**src/rtl/core/wsm_pkg.sv**
```systemverilog
`timescale 1ns / 1ps
// ----------------------------------------------------------------------------
// wsm_pkg
// Shared types and codes of the wavetable synthesizer mixer: input modes,
// the command word passed from front to back, and the divider interface.
// ----------------------------------------------------------------------------
package wsm_pkg;

	// Input mode codes as they arrive on the stream
	localparam logic [2:0] MODE_TICK     = 3'd0;
	localparam logic [2:0] MODE_END      = 3'd1;
	localparam logic [2:0] MODE_TABLE    = 3'd2;
	localparam logic [2:0] MODE_VOLUME   = 3'd3;
	localparam logic [2:0] MODE_PAN      = 3'd4;
	localparam logic [2:0] MODE_VELOCITY = 3'd5;
	localparam logic [2:0] MODE_PITCH    = 3'd6;
	localparam logic [2:0] MODE_BEND     = 3'd7;

	// Voice address width for the largest voice array (16 tracks x 8 voices)
	localparam int VADDR_W = 7;

	// Divider operand widths
	localparam int DIVD_W = 32;
	localparam int DIVS_W = 18;

	typedef enum logic [2:0] {
		CMD_TICK,
		CMD_END,
		CMD_TABLE,
		CMD_VOLUME,
		CMD_PAN,
		CMD_VELOCITY,
		CMD_PITCH,
		CMD_BEND
	} cmd_kind_t;

	// Classified command; value already saturated or converted per kind
	typedef struct packed {
		cmd_kind_t           kind;
		logic [3:0]          track;
		logic [VADDR_W-1:0]  vaddr;
		logic [15:0]         value;
	} cmd_t;

	typedef struct packed {
		logic              start;
		logic [DIVD_W-1:0] dividend;
		logic [DIVS_W-1:0] divisor;
	} div_req_t;

	typedef struct packed {
		logic              done;
		logic [DIVD_W-1:0] quot;
		logic [DIVS_W-1:0] rem;
	} div_rsp_t;

endpackage

```
**src/rtl/core/wsm_div.sv**
```systemverilog
`timescale 1ns / 1ps
// ----------------------------------------------------------------------------
// wsm_div
// Restoring unsigned divider, one quotient bit per cycle, shared by the
// sine table fill and the phase step computation.
// ----------------------------------------------------------------------------
module wsm_div (
	input  logic              clk,
	input  logic              arst_n,
	input  wsm_pkg::div_req_t req,
	output wsm_pkg::div_rsp_t rsp
);
	import wsm_pkg::*;

	localparam int CNT_W = $clog2(DIVD_W);

	logic [DIVD_W-1:0] quo_q;
	logic [DIVS_W-1:0] rem_q;
	logic [DIVS_W-1:0] dvs_q;
	logic [CNT_W-1:0]  cnt_q;
	logic              busy_q;
	logic              done_q;
	logic [DIVS_W:0]   trial;

	assign trial = {rem_q, quo_q[DIVD_W-1]};

	// Shift in one dividend bit and subtract where it fits
	always_ff @(posedge clk or negedge arst_n) begin
		if (!arst_n) begin
			busy_q <= 1'b0;
			done_q <= 1'b0;
			cnt_q  <= '0;
			quo_q  <= '0;
			rem_q  <= '0;
			dvs_q  <= '0;
		end else begin
			done_q <= 1'b0;
			if (req.start) begin
				quo_q  <= req.dividend;
				rem_q  <= '0;
				dvs_q  <= req.divisor;
				cnt_q  <= '0;
				busy_q <= 1'b1;
			end else if (busy_q) begin
				if (trial >= {1'b0, dvs_q}) begin
					rem_q <= DIVS_W'(trial - {1'b0, dvs_q});
					quo_q <= {quo_q[DIVD_W-2:0], 1'b1};
				end else begin
					rem_q <= trial[DIVS_W-1:0];
					quo_q <= {quo_q[DIVD_W-2:0], 1'b0};
				end
				cnt_q <= cnt_q + 1'b1;
				if (cnt_q == CNT_W'(DIVD_W - 1)) begin
					busy_q <= 1'b0;
					done_q <= 1'b1;
				end
			end
		end
	end

	assign rsp.done = done_q;
	assign rsp.quot = quo_q;
	assign rsp.rem  = rem_q;

endmodule

```
**config.mk**
```make
export PLATFORM = sky130hd
export DESIGN_NAME = wsm_div
export DESIGN_NICKNAME = d
export VERILOG_FILES = /design/src/rtl/core/wsm_pkg.sv /design/src/rtl/core/wsm_div.sv
export SDC_FILE = /design/constraint.sdc
export NUM_CORES = 1
export LEC_CHECK = 0
export BUFFER_PORTS_ARGS = -buffer_cell sky130_fd_sc_hd__buf_2
export CAP_MARGIN = 20
export CORE_MARGIN = 2
export CORE_UTILIZATION = 40
export CTS_CLUSTER_SIZE = 25
export DETAILED_ROUTE_END_ITERATION = 10
export PLACE_DENSITY = 0.69
export SYNTH_ARGS = -nofsm -noshare
export SYNTH_HDL_FRONTEND = slang
export SYNTH_SLANG_ARGS = --single-unit
```
**constraint.sdc**
```tcl
create_clock -name clk -period 5.3 [get_ports clk]
set_input_delay 1.06 -clock clk [delete_from_list [all_inputs] [get_ports clk]]
set_output_delay 1.06 -clock clk [all_outputs]
set_load 0.01 [all_outputs]
```
* After elaboration in Yosys (flattened, before gate mapping)
Cells that the tools add are included.
** Word-level totals
- Register bits :: 75
- Input port bits :: 53
** Operators by class
- $add $sub $neg :: 2
- Order comparisons :: 1
- Equal/unequal tests :: 1
- Multiplexer cells :: 14
- Reductions and logical operators :: 1
** Operator list (number)
- $mux W32 :: 2
- $mux W18 :: 3
- $ge A19 B18 Y1 :: 1
- $sub A18 B18 Y18 :: 1
- $mux W5 :: 2
- $mux W1 :: 7
- $add A5 B1 Y5 const B :: 1
- $eq A5 B5 Y1 const B :: 1
- $reduce_bool A2 Y1 :: 1

* Longest topological paths before layout
- Word-level depth :: 4
- Gate-level depth with buffers :: 12
- Depth with buffers taken out :: 11

* Worst setup path before layout
OpenSTA, ideal clock, no wires.
- Path kind :: register to register
- From :: register quo_q[31]
- To :: register rem_q[12]
- Library setup time :: 110 ps
- Arrival time :: 2640 ps
- Path slack :: 2550 ps
- Stages on the path, launching flop included :: 12
- Buffers on the path :: 0
- Clock period less this slack :: 2750 ps
- Cells stage by stage :: dfrtp_1 -> inv_1 -> ha_1 -> inv_1 -> fa_1 -> a211oi_1 -> o21ai_0 -> o311a_1 -> or3_1 -> a21oi_1 -> xor2_1 -> o41ai_1
** On the way
- Cells in the longest elaborated chain, start to end :: 4
- Elaborated cells on any way between the ends :: 5
- Classes of those cells :: 1 x add/sub; 1 x order compare; 3 x mux
** RTL lines
- from (decl) :: line wsm_div.sv:17 : logic [DIVD_W-1:0] quo_q;
- from (signal assigned) :: line wsm_div.sv:39 : quo_q <= req.dividend;
- from (signal assigned) :: line wsm_div.sv:47 : quo_q <= {quo_q[DIVD_W-2:0], 1'b1};
- from (signal assigned) :: line wsm_div.sv:50 : quo_q <= {quo_q[DIVD_W-2:0], 1'b0};
- $sub A18 B18 Y18 / $ge A19 B18 Y1 (equally long branches) :: line wsm_div.sv:46, wsm_div.sv:45
- $mux W18 * :: line wsm_div.sv:45 : if (trial >= {1'b0, dvs_q}) begin
- $mux W18 * :: line wsm_div.sv:44 : end else if (busy_q) begin
- $mux W18 * :: line wsm_div.sv:38 : if (req.start) begin
- to (signal assigned) :: line wsm_div.sv:46 : rem_q <= DIVS_W'(trial - {1'b0, dvs_q});
- to (signal assigned) :: line wsm_div.sv:49 : rem_q <= trial[DIVS_W-1:0];
- to (decl) :: line wsm_div.sv:18 : logic [DIVS_W-1:0] rem_q;
Every way passes the cells marked *; elsewhere a longest branch is shown, timed or not. The select of a mux whose other input is x is not followed.
A chain may end at the register's enable or synchronous reset.

* Worst setup path after layout
- From :: register quo_q[31]
- To :: register rem_q[16]
The elaborated chain is that of the path after synthesis.

==> impl_results.md <==
- Outcome: completed
- Largest family of logic cells by synthesized area: compound AO/OA/AOI/OAI gates
- Cts bufs inserted: 9
- Grt ovf: 0
- Syn Nets: 545
- Tmin final: 3010 ps
- Critical Path RT: 5570 ps
- Core area: 0.0107 mm2
- Largest net degree at the start of global routing: 76
- Htree depth: 3
- Nets: 629
- Area delta synth->final: 17.6%
- DR iter-0 viols: 254
- Max-cap violations: 0
- Routed wire length: 9850 um
- Fill cells: 1098
- Sequential element share of the synthesized area: ~43%
- CTS Hold Buffers Added: 0
- Fin crit share: 56.8%
- GP Congestion: 0.888
- Setup violations, final: 0
- Ys Warns: 0
- Multiplexer share of the synthesized area: 8.55%
- Most frequent cells in the layout: 101 x buf_2, 84 x nand2_1, 74 x dfrtp_1
- HPWL after DPL: approximately 7000 um
- Clk buf depth: 2
- Skew final: 17.0 ps
- Metal-1 WL: 4430 um
- Synth Area in Simple Gates: 14.5%
- Synth Register Bits: between 70 and 80
- Synth Area per Inst: 9.26 um2
- P_leak: 2.79 nW
- Post-route ant nets: 0
- Top cells by area, synth: dfrtp_1 43%, mux2i_1 8.0%, nand2_1 7.2%
- CTS clk-pin slew, worst paths: 80 ps
- Dpl ws: 2290 ps
- CTS Sinks: 75
- First-pass GRT wire length: 16800 um
- Root Buffer: clkbuf_8
- Commonest non-fill, non-tap cell in the layout: buf_2
- Largest area contributor in the netlist: dfrtp_1
- Via count: 3676
- Post-Route Setup TNS: 0 ps
- All-Layer GR Usage: 17.8%
- WHS: 530 ps
- Postcts setup bufs: 0
- Slew HR: 33.9%
- Number of cell rows: 38
- Met3 WL: 634 um
- Final WS setup: 2290 ps
- Worst Path Max Fanout: 4
- Clk_lat worst skew: 360 ps
- Worst Hold Class: flip-flop to flip-flop
- Number of global-route vias before repair: around 3600
- Yosys cell types: 54
- Max-slew violation total from the final report: 0
- Initial antenna violation count: 0
- Prevailing post-synth register cell: dfrtp_1
- CTS tree: done
- Multi-input logic area: 0.00225 mm2
- PwrDens: 254 mW/mm2
- Layout cells sized above 1: 24.8%
- Mapped cell area: 0.00436 mm2
- Vias per std cell: 5.25
- ANT cells: 0
- Placed cell area: roughly 0.0049 mm2
- Adder-cell area share of the yosys netlist: 6.19%
- Drt wl/cell: 14.1 um
- WS Path Type: flip-flop to flip-flop
- Top-area cell type share of the netlist area: between 40% and 50%
- Max VDD drop: roughly 0.16 mV
- Final hold viol count: 0
- Max Freq: 0.332 GHz
- Routed wl met2: 4630 um
- Mapped Cells: 471
- First-pass DRT Iterations: 4
- Die Span X: 108 um
- Post-Layout Inst Area: between 0.005 and 0.006 mm2
- Unrepaired setup endpoints after global routing: no
- # IOs: 104
- Crit end category: flip-flop
- XOR/XNOR share of the synthesized area: 2.61%
- Async S/R FF share, synth: 100%
- Startpoint types: flip-flop
- Arr. time, crit path: 3280 ps
- Sequential cell area: 0.00188 mm2
- # DRC: 0
- PortBufs: between 100 and 150
- EDFF count, synth: 0
- Top Metal Used: met4
- Die height: about 110 um
- Compound-cell area share of the yosys netlist: 19.8%
- Starting Density: 40.6%
- # resized after CTS: 0
- Die area: 0.0118 mm2
- Worst Tran Pin Value: 991 ps
## synth_stat cells (7+ instances only)
cell type  number
nor2_1         25
mux2i_1        35
a21oi_1        16
ha_1           20
clkbuf_1       22
a311oi_2        8
dfrtp_1        75
inv_1          24
o21ai_0        57
xor2_1          7
nand2_1        84
## metrics by stage
stage / power [mW] / std cells / utilization, %
after floorplan: 0.782 / 471 / -
after global placement: 0.861 / 684 / 45.9
after detailed placement: 0.868 / 684 / 45.9
after CTS: 1.33 / 700 / 47.7
after global routing: 1.38 / 700 / 47.7
final: 1.30 / 700 / 47.7
## kinds of logic after synthesis
| logic type | Yosys count |
|---|---|
| compound gates | 124 |
| fa+ha+maj | 21 |
| simple gates | 145 |
| xor+xnor | 13 |
| mux | 37 |
| flops | 75 |
| buf+inv | 56 |
## cell type report
class	count	share of cell area, %
Clock buffer	9	2.42
Clock inverter	7	1.46
Inverter	25	1.83
Multi-Input combinational cell	340	43.9
Sequential cell	75	36.7
Tap cell	140	3.42
Timing Repair Buffer	104	10.3
## worst paths after layout
check                           from         to  slack, ps  depth (start not counted)
hold reg to reg            dvs_q[16]  dvs_q[16]        530                          2
setup / recovery           quo_q[31]  rem_q[16]       2290                         11
max in group asynchronous     arst_n     busy_q       3770                          1
hold / removal             dvs_q[16]  dvs_q[16]        530                          2
min in group asynchronous     arst_n  rem_q[11]        850                          1
setup reg to reg           quo_q[31]  rem_q[16]       2290                         11
## where the power goes
part | switching [mW] | total (mW) | internal (mW)
Combinational | 0.127 | 0.220 | 0.0934
Sequential | 0.0247 | 0.634 | 0.609
Clock | 0.229 | 0.450 | 0.221
Total | 0.381 | 1.30 | 0.924
## state kept, by name (all words and copies together) (netlist names)
signal / flops
rem_q: 18
busy_q: 1
quo_q: 32
dvs_q: 18
done_q: 1
cnt_q: 5
## layer usage
layer | up-vias | GRT usage [%]
met4 | 0 | 5.59
met3 | 14 | 5.61
met5 | - | 0
li1 | 1822 | -
met1 | 1744 | 23.1
met2 | 96 | 28.2
## worst max-delay path: stages (launching register included)
cell and delay (ps):
dfrtp_1 410, inv_1 90, ha_1 160, inv_1 50, fa_1 420, a211oi_1 280
o21ai_0 250, o311a_1 400, nor4_1 280, o21ai_0 200, a211o_1 290, o211ai_1 90
No activity file was read; power rests on OpenSTA's default activity.
