[src/rtl/core/wsm_pkg.sv]
`timescale 1ns / 1ps
// ----------------------------------------------------------------------------
// wsm_pkg
// Shared types and codes of the wavetable synthesizer mixer: input modes,
// the command word passed from front to back, and the divider interface.
// ----------------------------------------------------------------------------
package wsm_pkg;

	// Input mode codes as they arrive on the stream
	localparam logic [2:0] MODE_TICK     = 3'd0;
	localparam logic [2:0] MODE_END      = 3'd1;
	localparam logic [2:0] MODE_TABLE    = 3'd2;
	localparam logic [2:0] MODE_VOLUME   = 3'd3;
	localparam logic [2:0] MODE_PAN      = 3'd4;
	localparam logic [2:0] MODE_VELOCITY = 3'd5;
	localparam logic [2:0] MODE_PITCH    = 3'd6;
	localparam logic [2:0] MODE_BEND     = 3'd7;

	// Voice address width for the largest voice array (16 tracks x 8 voices)
	localparam int VADDR_W = 7;

	// Divider operand widths
	localparam int DIVD_W = 32;
	localparam int DIVS_W = 18;

	typedef enum logic [2:0] {
		CMD_TICK,
		CMD_END,
		CMD_TABLE,
		CMD_VOLUME,
		CMD_PAN,
		CMD_VELOCITY,
		CMD_PITCH,
		CMD_BEND
	} cmd_kind_t;

	// Classified command; value already saturated or converted per kind
	typedef struct packed {
		cmd_kind_t           kind;
		logic [3:0]          track;
		logic [VADDR_W-1:0]  vaddr;
		logic [15:0]         value;
	} cmd_t;

	typedef struct packed {
		logic              start;
		logic [DIVD_W-1:0] dividend;
		logic [DIVS_W-1:0] divisor;
	} div_req_t;

	typedef struct packed {
		logic              done;
		logic [DIVD_W-1:0] quot;
		logic [DIVS_W-1:0] rem;
	} div_rsp_t;

endpackage

[src/rtl/core/wsm_front.sv]
`timescale 1ns / 1ps
// ----------------------------------------------------------------------------
// wsm_front
// Accepts input transactions, drops events to absent tracks or voices,
// converts arguments and queues commands for the back end.
// ----------------------------------------------------------------------------
module wsm_front #(
	parameter int TRACKS = 16,
	parameter int VOICES = 8
) (
	input  logic            clk,
	input  logic            arst_n,
	input  logic            s_tvalid,
	output logic            s_tready,
	input  logic [23:0]     s_tdata,
	input  logic [2:0]      s_tuser,
	input  logic            en,
	output logic            cmd_valid,
	output wsm_pkg::cmd_t   cmd,
	input  logic            cmd_pop
);
	import wsm_pkg::*;

	logic [2:0]  mode;
	logic [3:0]  track;
	logic [2:0]  voice;
	logic [15:0] arg;
	logic [6:0]  a7;
	logic [7:0]  vaddr_full;
	logic        keep;
	logic        push;
	cmd_t        cmd_new;

	cmd_t        fifo_q [2];
	logic        wr_ptr_q;
	logic        rd_ptr_q;
	logic [1:0]  count_q;

	assign mode  = s_tuser;
	assign track = s_tdata[3:0];
	assign voice = s_tdata[6:4];
	assign arg   = s_tdata[22:7];
	assign a7    = (arg > 16'd127) ? 7'd127 : arg[6:0];
	assign vaddr_full = 8'(track) * 8'(VOICES) + 8'(voice);

	// Keep ticks and ends; drop events that address absent tracks or voices
	always_comb begin
		keep = 1'b1;
		if (mode != MODE_TICK && mode != MODE_END) begin
			if ({1'b0, track} >= 5'(TRACKS)) begin
				keep = 1'b0;
			end else if (mode == MODE_VELOCITY || mode == MODE_PITCH || mode == MODE_BEND) begin
				if ({1'b0, voice} >= 4'(VOICES)) begin
					keep = 1'b0;
				end
			end
		end
	end

	// Classify the transaction and convert its argument
	always_comb begin
		cmd_new.track = track;
		cmd_new.vaddr = vaddr_full[VADDR_W-1:0];
		unique case (mode)
			MODE_TICK: begin
				cmd_new.kind  = CMD_TICK;
				cmd_new.value = 16'd0;
			end
			MODE_END: begin
				cmd_new.kind  = CMD_END;
				cmd_new.value = 16'd0;
			end
			MODE_TABLE: begin
				cmd_new.kind  = CMD_TABLE;
				cmd_new.value = {15'd0, (arg != 16'd0)};
			end
			MODE_VOLUME: begin
				cmd_new.kind  = CMD_VOLUME;
				cmd_new.value = {9'd0, 7'(7'd127 - a7)};
			end
			MODE_PAN: begin
				cmd_new.kind  = CMD_PAN;
				cmd_new.value = {9'd0, 7'(a7 - 7'd64)};
			end
			MODE_VELOCITY: begin
				cmd_new.kind  = CMD_VELOCITY;
				cmd_new.value = {9'd0, a7};
			end
			MODE_PITCH: begin
				cmd_new.kind  = CMD_PITCH;
				cmd_new.value = {9'd0, a7};
			end
			default: begin
				cmd_new.kind  = CMD_BEND;
				cmd_new.value = arg;
			end
		endcase
	end

	assign s_tready  = en && (count_q != 2'd2);
	assign push      = s_tvalid && s_tready && keep;
	assign cmd_valid = (count_q != 2'd0);
	assign cmd       = fifo_q[rd_ptr_q];

	// Command queue storage
	always_ff @(posedge clk) begin
		if (push) begin
			fifo_q[wr_ptr_q] <= cmd_new;
		end
	end

	// Queue pointers and fill level
	always_ff @(posedge clk or negedge arst_n) begin
		if (!arst_n) begin
			wr_ptr_q <= 1'b0;
			rd_ptr_q <= 1'b0;
			count_q  <= 2'd0;
		end else begin
			if (push) begin
				wr_ptr_q <= ~wr_ptr_q;
			end
			if (cmd_pop && cmd_valid) begin
				rd_ptr_q <= ~rd_ptr_q;
			end
			count_q <= count_q + 2'(push) - 2'(cmd_pop && cmd_valid);
		end
	end

endmodule

[config.mk]
export PLATFORM = sky130hd
export DESIGN_NAME = wsm_front
export DESIGN_NICKNAME = d
export VERILOG_FILES = /design/src/rtl/core/wsm_pkg.sv /design/src/rtl/core/wsm_front.sv
export SDC_FILE = /design/constraint.sdc
export NUM_CORES = 1
export LEC_CHECK = 0
export ABC_CLOCK_PERIOD_IN_PS = 3000
export CORE_MARGIN = 5
export CORE_UTILIZATION = 40
export CTS_BUF_LIST = sky130_fd_sc_hd__clkbuf_16
export DETAILED_ROUTE_END_ITERATION = 7
export DONT_BUFFER_PORTS = 1
export MAX_ROUTING_LAYER = met4
export SKIP_LAST_GASP = 1
export SYNTH_ARGS = -nofsm -noshare
export SYNTH_HDL_FRONTEND = slang
export SYNTH_SLANG_ARGS = --single-unit
[constraint.sdc]
create_clock -name clk -period 3 [get_ports clk]
set_input_delay 0.45 -clock clk [delete_from_list [all_inputs] [get_ports clk]]
set_output_delay 0.45 -clock clk [all_outputs]
set_load 0.005 [all_outputs]
======== Yosys cells after proc, flatten, opt, wreduce, memory -nomap -nowiden ========
Memory sizes are Yosys's and may differ from the RTL's.
Index checks and enable logic that the tools add are counted.
Widths: inputs -> output; s select.
storage, ports and cells
  register bits after elaboration ......... 4
  memories ................................ 1
  input bits .............................. 32
  bits in writable memories ............... 60
  word-level logic and storage cells ...... 32
  output and inout bits ................... 32
operators by class
  eq/ne operators ......................... 7
  $add $sub $neg .......................... 5
  magnitude comparators ................... 1
  bitwise operators ....................... 2
  mux-type cells .......................... 5
  reductions and logical operators ........ 8
memories
  memory  depth  width  read ports  clocked after memory_dff  wr ports  line             RTL
  fifo_q  2      30     1           0                         1         wsm_front.sv:34  cmd_t fifo_q [2];
operators with widths
  cell                 count
  $pmux 16 s5          1
  $pmux 3 s7           1
  $gt 16x7->1 const B  1
  $reduce_bool 16->1   1
  $eq 3x3->1 const B   3
  $add 7x3->7          1
  $mux 7               1
  $sub 7x7->7 const A  1
  $sub 7x7->7 const B  1
  $eq 3x2->1 const B   2
  $reduce_or 2->1      2
  $eq 3x1->1 const B   1
  $logic_and 1x1->1    3
  $logic_not 3->1      1
  $add 2x1->2          1
  $mux 1               2
  $ne 2x2->1 const B   1
  $not 1->1            2
  $reduce_bool 2->1    1
  $sub 2x1->2          1

======== Logic depth before layout (Yosys ltp) ========
Gate-level depths: netlist of run 1.
  depth after elaboration ................. 5
  mapped depth ............................ 7
  mapped depth without buffers ............ 7

======== Worst setup path before layout of run 1 ========
No wires, ideal clock.
  kind .................................... input to register
  start ................................... input en
  end ..................................... memory fifo_q[0][0] (netlist bit) (enable)
  required time ........................... 2.591 ns
  stages .................................. 3
  arrival ................................. 2.025 ns
  path slack .............................. 0.566 ns
  library setup time ...................... 0.409 ns
  buffers on the path ..................... 0
  cells stage by stage .................... a21boi_0 nand2_1 nor2_1
between the ends
  cells in the longest elaborated chain, start to end .. 4
ends and longest elaborated chain
  element                       line              RTL
  start, declared               wsm_front.sv:17   input logic en,
  $logic_and 1x1->1             wsm_front.sv:100  assign s_tready = en && (count_q != 2'd2);
  $logic_and 1x1->1             wsm_front.sv:101  assign push = s_tvalid && s_tready && keep;
  $mux 1                        wsm_front.sv:107  if (push) begin
  $mux 1 (implied by the code)  wsm_front.sv:108  fifo_q[wr_ptr_q] <= cmd_new;
  end, declared                 wsm_front.sv:34
No other way between the ends.

======== Worst setup path after layout of run 1 ========
  start ................................... register count_q[1]
  end ..................................... register count_q[1]
between the ends
  elaborated cells between the ends (all ways) .. 7
  those cells by class .................... add/sub (2); eq/ne (1); reduce/logical (4)
RTL lines
  element                 line              RTL
  start, declared         wsm_front.sv:37   logic [1:0] count_q;
  start signal, assigned  wsm_front.sv:125  count_q <= count_q + 2'(push) - 2'(cmd_pop && cmd_valid);
  $reduce_bool 2->1       wsm_front.sv:102  assign cmd_valid = (count_q != 2'd0);
  via cmd_valid           wsm_front.sv:18   output logic cmd_valid,
  $logic_and 1x1->1       wsm_front.sv:125
  $sub 2x1->2             wsm_front.sv:125
The timed path passes the listed nets, and every way through them passes these cells.
A chain may end at the register's enable or synchronous reset.

==> impl_metrics.toml, run 1 <==
[critical_path]
rr_worst_depth = 7
worst-path-max-fanout = 3
rr_startpoint = "count_q[1]$_DFF_PN0_"
worst-r2r-setup-slack_ns = 1.16
cp.required_ns = 3.20
crit_arrival_ns = 2.03
endpoint_kind = "register"
critPathKind = "reg2reg"
critical_path.startpoint_type = "register"
regToRegEndpoint = "count_q[1]$_DFF_PN0_"

[sta]
final.setup_skew_ns = 0.00541
worst_slew_pin_tran_ns = 0.443
setup_violations = 0
post-route-period-util_pct = 61.2
rsz0062_at_grt = "false"
finalWorstPathRequiredPeriod_ns = 1.84
finalHoldViolCount = 0
fin_setup_tns_ns = 0
finalMaxSlewViolations = 0
max_slew_margin_pct = 70.2
clock.fmax_ghz = 0.545

[grt]
groute.usage.overall_pct = 12.4
gr-total-overflow = 0
grt_first_pass_wirelength_mm = 6.80
first_global_vias = 1320
grt_max_degree = 28
grt_antenna_before_repair = 0

[placement]
global_placement_routability_congestion = 0.732
place_inst = 218
hpwlAfterDp_mm = 3.08
portBuffers = 0

[finish]
register_area_um2 = 1660
multiInputGateArea_um2 = 669
synthToLayoutAreaGrowth_pct = 9.72
final_cell_mix = "sky130_fd_sc_hd__edfxtp_1, sky130_fd_sc_hd__mux2_2, sky130_fd_sc_hd__and2_1"
instances_no_fill = 227
layout.cells.most_common = "sky130_fd_sc_hd__edfxtp_1"
nets = 185
antenna_cells_inserted = 0
post_route_cells_drive_above_1_share_pct = 28.3
final.fill_count = 535

[clock_network]
cts-htree-levels = 2
tritoncts.num_buffers = 5
resized_cells_post_cts = 0
cts_tree = "done"
clock_latency_ns = 0.28
clock_sink_count = 56
clock_tree.buffer_depth = 2
cts.reportedPaths.clkPinSlew_ns = 0.07
clock_root_buffer_master = "sky130_fd_sc_hd__clkbuf_16"

[yosys]
yosys_warnings = 0
seq_area_frac_synth_pct = 69.1
synth_top_area_share_pct = 64.9
async_reset_ff_share_pct = 7.14
synth_edf_count = 52
synth_ff_type = "sky130_fd_sc_hd__edfxtp_1"
postSynthRegisterBits = 56
synthTopCellsByArea = "sky130_fd_sc_hd__edfxtp_1, sky130_fd_sc_hd__mux2_2, sky130_fd_sc_hd__dfrtp_1"
yosys.cell_types.count = 33
synth.largest_area_cell = "sky130_fd_sc_hd__edfxtp_1"
synthesis.area_per_instance_um2 = 15.8
syn_std_cell_area_um2 = 2410
synthesis.nets = 186
gate_count_after_technology_mapping = 152

[floorplanning]
initial_utilization_pct = 40.9
dieHeight_um = 87.6
die_width_um = 87.6
fp.coreArea_um2 = 5890
num_rows = 28
io_pins = 64
floorplan.die_area_um2 = 7670

[job]
max_cap_viol_count = 0

[route]
dr.pass1.iters = 4
avgRoutedWirePerCell_um = 18.6
number_of_vias_in_the_routed_layout = 1171
routed_via_density = 5.16
final_antenna_net_count = 0
drtIter0Drc = 108
drcViolationCount = 0
totalWireLength_mm = 4.22

[power]
net-switching-power_mw = 0.532
clock_power_share_pct = 29.3
pwr-share-comb_pct = 22.9
power.ir.vdd_worst_mv = 0.512
power.internal_mw = 1.59
total_power_mw = 2.12
sequentialPowerShare_pct = 47.8
power_density_nw_per_um2 = 803
power.static_leakage_nw = 0.909
p_sw_share_pct = 25.1

[status]
outcome = "completed"

[worst_hold_path]
min_delay_path_depth = 0
hold_class = "in2reg"
worst_min_delay_path_startpoint = "s_tuser[2]"
hold_path_end = "fifo_q[1][29]$_DFFE_PP_"
-- power by group through the flow --
stage                     Combinational [mW]  Sequential [mW]  Clock (mW)
after floorplan                        0.413             1.02           0
after global placement                 0.477             1.02           0
after detailed placement               0.501             1.03           0
after CTS                              0.507             1.01       0.640
after global routing                   0.538             1.02       0.681
final                                  0.485             1.01       0.622
-- final cells by class --
cell class	count	share of cell area, %
multi-input cells	80	25.4
clock buffers	5	4.74
clock inverters	3	1.47
flip-flops and latches	56	62.9
repair buffers	5	1.52
inverters	3	0.427
well taps	75	3.55
-- kinds of logic (layout without fill, tap and decap cells) --
| family | after synthesis | count (layout) | share of synthesized area (%) |
|---|---|---|---|
| flip-flops | 56 | 56 | 69.1 |
| buffers and inverters | 16 | 16 | 3.22 |
| multiplexers | 28 | 28 | 13.0 |
| XOR/XNOR | 4 | 4 | 1.46 |
| adder cells (fa/ha/maj) | 2 | 2 | 1.04 |
| AO/OA/AOI/OAI | 17 | 17 | 4.26 |
| AND/OR/NAND/NOR | 29 | 29 | 7.96 |
-- synth_stat cells (2+ instances only) --
cell                        n
sky130_fd_sc_hd__o211ai_1   3
sky130_fd_sc_hd__and2_1    10
sky130_fd_sc_hd__buf_4      4
sky130_fd_sc_hd__inv_1      3
sky130_fd_sc_hd__and3_1     2
sky130_fd_sc_hd__nor3_1     2
sky130_fd_sc_hd__mux2_2    26
sky130_fd_sc_hd__buf_2      2
sky130_fd_sc_hd__nor2_1     2
sky130_fd_sc_hd__o21ai_1    5
sky130_fd_sc_hd__clkbuf_1   7
sky130_fd_sc_hd__ha_1       2
sky130_fd_sc_hd__xnor2_1    3
sky130_fd_sc_hd__nand2_1    2
sky130_fd_sc_hd__o21ai_0    6
sky130_fd_sc_hd__edfxtp_1  52
sky130_fd_sc_hd__dfrtp_1    4
sky130_fd_sc_hd__mux2i_1    2
-- routing by layer --
layer | part of all wire, % | wire length [µm] | vias to the layer above | GRT usage [%]
met3 | 7.7 | 325 | 4 | 4.14
met5 | 0 | 0 | - | -
met2 | 54 | 2290 | 41 | 21.4
li1 | - | - | 561 | -
met4 | 1.6 | 69 | 0 | 5.02
met1 | 36 | 1540 | 565 | 13.0
-- worst max-delay path by stage --
stage / start / end / slack, ns / depth (start not counted)
after floorplan: en / fifo_q[0][0]$_DFFE_PP_ / 0.57 / 3
after global placement: s_tdata[22] / fifo_q[0][1]$_DFFE_PP_ / 1.18 / 4
after detailed placement: s_tdata[22] / fifo_q[0][1]$_DFFE_PP_ / 1.13 / 4
after CTS: count_q[1]$_DFF_PN0_ / count_q[1]$_DFF_PN0_ / 1.13 / 7
after global routing: count_q[1]$_DFF_PN0_ / count_q[1]$_DFF_PN0_ / 1.09 / 7
final: count_q[1]$_DFF_PN0_ / count_q[1]$_DFF_PN0_ / 1.16 / 7
-- worst max-delay path: stages, from the launching register on --
cell	delay, ns
sky130_fd_sc_hd__dfrtp_1	0.40
sky130_fd_sc_hd__or2_2	0.30
sky130_fd_sc_hd__and2_1	0.19
sky130_fd_sc_hd__ha_1	0.28
sky130_fd_sc_hd__inv_1	0.04
sky130_fd_sc_hd__ha_1	0.18
sky130_fd_sc_hd__xnor2_1	0.19
sky130_fd_sc_hd__xnor2_1	0.16
-- sequential cells by signal, indices dropped and copies added, names as in the netlist --
signal and flops:
fifo_q 52, count_q 2, rd_ptr_q 1, wr_ptr_q 1
-- metrics by stage --
step                hold WS [ns]  util, %  area, µm²  setup slack, ns
global route               0.243     44.9       2640             1.09
global placement           0.155     41.9       2470             1.18
CTS                        0.252     44.9       2640             1.13
finish                     0.259     44.9       2640             1.16
detailed placement         0.155     41.9       2470             1.13
floorplan                  0.154        -       2410            0.566
-- repair_timing --
action | CTS | global route
setup buffers | 0 | 0
hold buffers | 1 | 0
endpoints found under the hold margin | 4 | 0
setup endpoints to repair | 0 | 0
Power figures use the tool's default switching activity.
==> run 2: changes to the inputs <==
ABC_CLOCK_PERIOD_IN_PS = 1700   (was 3000)
clock period = 1.7 ns   (was 3 ns; I/O delays follow)
==> run 2 against run 1 <==
Against the previous run: global-route usage grew 0.19 points; non-clock buffer count up 5; wire length up 2.8%; core utilization increased by 1.2 points; worst hold slack worse by 0.20 ns; via count rose by 5.4%; critical endpoint unchanged; largest power group unchanged; highest routed layer unchanged.
==> impl_metrics.toml, run 2 (synthesis gave the netlist of run 1 again) <==
[sta]
clock.fmax_ghz = 0.608
post-route-period-util_pct = 96.7
finalHoldViolCount = 0
max_slew_margin_pct = 71.0
rsz0062_at_grt = "false"
finalWorstPathRequiredPeriod_ns = 1.64
setup_violations = 0
final.setup_skew_ns = 0.00703
worst_slew_pin_tran_ns = 0.431
finalMaxSlewViolations = 0

[finish]
instances_no_fill = 232
synthToLayoutAreaGrowth_pct = 12.7
register_area_um2 = 1660
final.fill_count = 518
max_flop_register = "fifo_q"
multiInputGateArea_um2 = 693
nets = 190
post_route_cells_drive_above_1_share_pct = 31.2
final_cell_mix = "sky130_fd_sc_hd__edfxtp_1, sky130_fd_sc_hd__mux2_2, sky130_fd_sc_hd__and2_1"
biggest_registers_after_layout = "fifo_q (52), count_q (2)"
antenna_cells_inserted = 0
layout.cells.most_common = "sky130_fd_sc_hd__edfxtp_1"
largest_reg_flops = 52

[power]
power.internal_mw = 2.77
sequentialPowerShare_pct = 47.9
pwr-share-comb_pct = 27.1
clock_power_share_pct = 25.0
power.static_leakage_nw = 0.936
total_power_mw = 3.75
power_density_nw_per_um2 = 1380
p_sw_share_pct = 26.0
power.ir.vdd_worst_mv = 0.981
net-switching-power_mw = 0.975

[critical_path]
critical_path.startpoint = "count_q[0]$_DFF_PN0_"
regToRegEndpoint = "count_q[1]$_DFF_PN0_"
critical_path.startpoint_type = "register"
critPathMaxStageDelay_ns = 0.38
critPathSlowestCell = "sky130_fd_sc_hd__dfrtp_1"
crit_arrival_ns = 1.86
rr_startpoint = "count_q[0]$_DFF_PN0_"
cp.required_ns = 1.91
critPathBufInv = 1
worst-r2r-setup-slack_ns = 0.06
worst_path_cell_chain = "or2_4 -> and2_4 -> ha_4 -> inv_1 -> ha_1 -> xnor2_1 -> xnor2_1"
cp_top_family = "simple AND/OR/NAND/NOR gates"
endpoint_kind = "register"
critPathKind = "reg2reg"
rr_worst_depth = 7
worst-path-max-fanout = 2
critical-path-top-cell-by-count = "sky130_fd_sc_hd__xnor2_1"

[placement]
portBuffers = 0
global_placement_routability_congestion = 0.799
place_inst = 222
hpwlAfterDp_mm = 3.08

[route]
number_of_vias_in_the_routed_layout = 1234
drtIter0Drc = 51
dr.pass1.iters = 4
final_antenna_net_count = 0
avgRoutedWirePerCell_um = 18.7
routed_via_density = 5.32
drcViolationCount = 0
totalWireLength_mm = 4.34

[job]
max_cap_viol_count = 0

[grt]
grt_first_pass_wirelength_mm = 6.86
first_global_vias = 1340
grt_antenna_before_repair = 0
gr-total-overflow = 0
grt_max_degree = 28
groute.usage.overall_pct = 12.6

[worst_hold_path]
worst_min_delay_path_startpoint = "s_tuser[2]"
hold_path_end = "fifo_q[1][29]$_DFFE_PP_"
hold_class = "in2reg"
min_delay_path_depth = 0

[clock_network]
cts-htree-levels = 2
clock_latency_ns = 0.29
cts_tree = "done"
clock_sink_count = 56
clock_root_buffer_master = "sky130_fd_sc_hd__clkbuf_16"
clock_tree.buffer_depth = 2
cts.reportedPaths.clkPinSlew_ns = 0.06
tritoncts.num_buffers = 5

[floorplanning]
num_rows = 28
io_pins = 64
initial_utilization_pct = 40.9
fp.coreArea_um2 = 5890
dieHeight_um = 87.6
die_width_um = 87.6
floorplan.die_area_um2 = 7670

[status]
outcome = "completed"
-- run 2: power groups by stage --
| stage | Clock [mW] | Combinational (mW) | Sequential, mW |
|---|---|---|---|
| after floorplan | 0 | 0.736 | 1.80 |
| after global placement | 0 | 0.956 | 1.81 |
| after detailed placement | 0 | 0.989 | 1.83 |
| final | 0.937 | 1.02 | 1.80 |
| after CTS | 0.978 | 1.01 | 1.80 |
| after global routing | 1.02 | 1.13 | 1.81 |
-- run 2: layout make-up --
class	count	share of cell area, %
sequential	56	61.3
timing repair buffer	10	4.25
multi-input combinational	80	25.6
clock inverter	3	0.415
tap	75	3.46
clock buffer	5	4.61
inverter	3	0.415
-- run 2: routing by layer --
layer | part of all wire, % | track usage [%]
met3 | 7.1 | 4.05
met4 | 2.2 | 6.28
met5 | 0 | -
met1 | 37 | 12.7
met2 | 54 | 21.8
-- run 2: worst max-delay path by stage --
stage	endpoint	slack, ns	depth (start not counted)
floorplan	fifo_q[0][0]$_DFFE_PP_	0.02	3
global placement	count_q[1]$_DFF_PN0_	0.03	7
detailed placement	count_q[1]$_DFF_PN0_	-0.03	7
CTS	fifo_q[0][3]$_DFFE_PP_	-0.0005	5
global route	count_q[1]$_DFF_PN0_	0.006	7
finish	count_q[1]$_DFF_PN0_	0.06	7
-- run 2: per-stage QoR --
stage	worst slack, ns	hold slack (ns)	util [%]	TNS, ns	cell area (µm²)
after CTS	-0.000480	0.0519	45.7	-0.00281	2690
final	0.0565	0.0615	46.1	0	2710
after detailed placement	-0.0267	-0.0404	43.2	-0.0267	2540
after global routing	0.00562	0.0493	46.1	0	2710
after global placement	0.0288	-0.0404	43.2	0	2540
after floorplan	0.0186	-0.0406	-	0	2410
-- run 2: what timing repair did --
item / 4_1_cts / 5_1_grt
hold buffers: 1 / 0
setup endpoints to repair: 1 / 53
setup buffers: 0 / 1
cloned: 0 / 0
resized for setup: 2 / 2
hold endpoints to repair: 4 / 0
pin swaps: 2 / 2
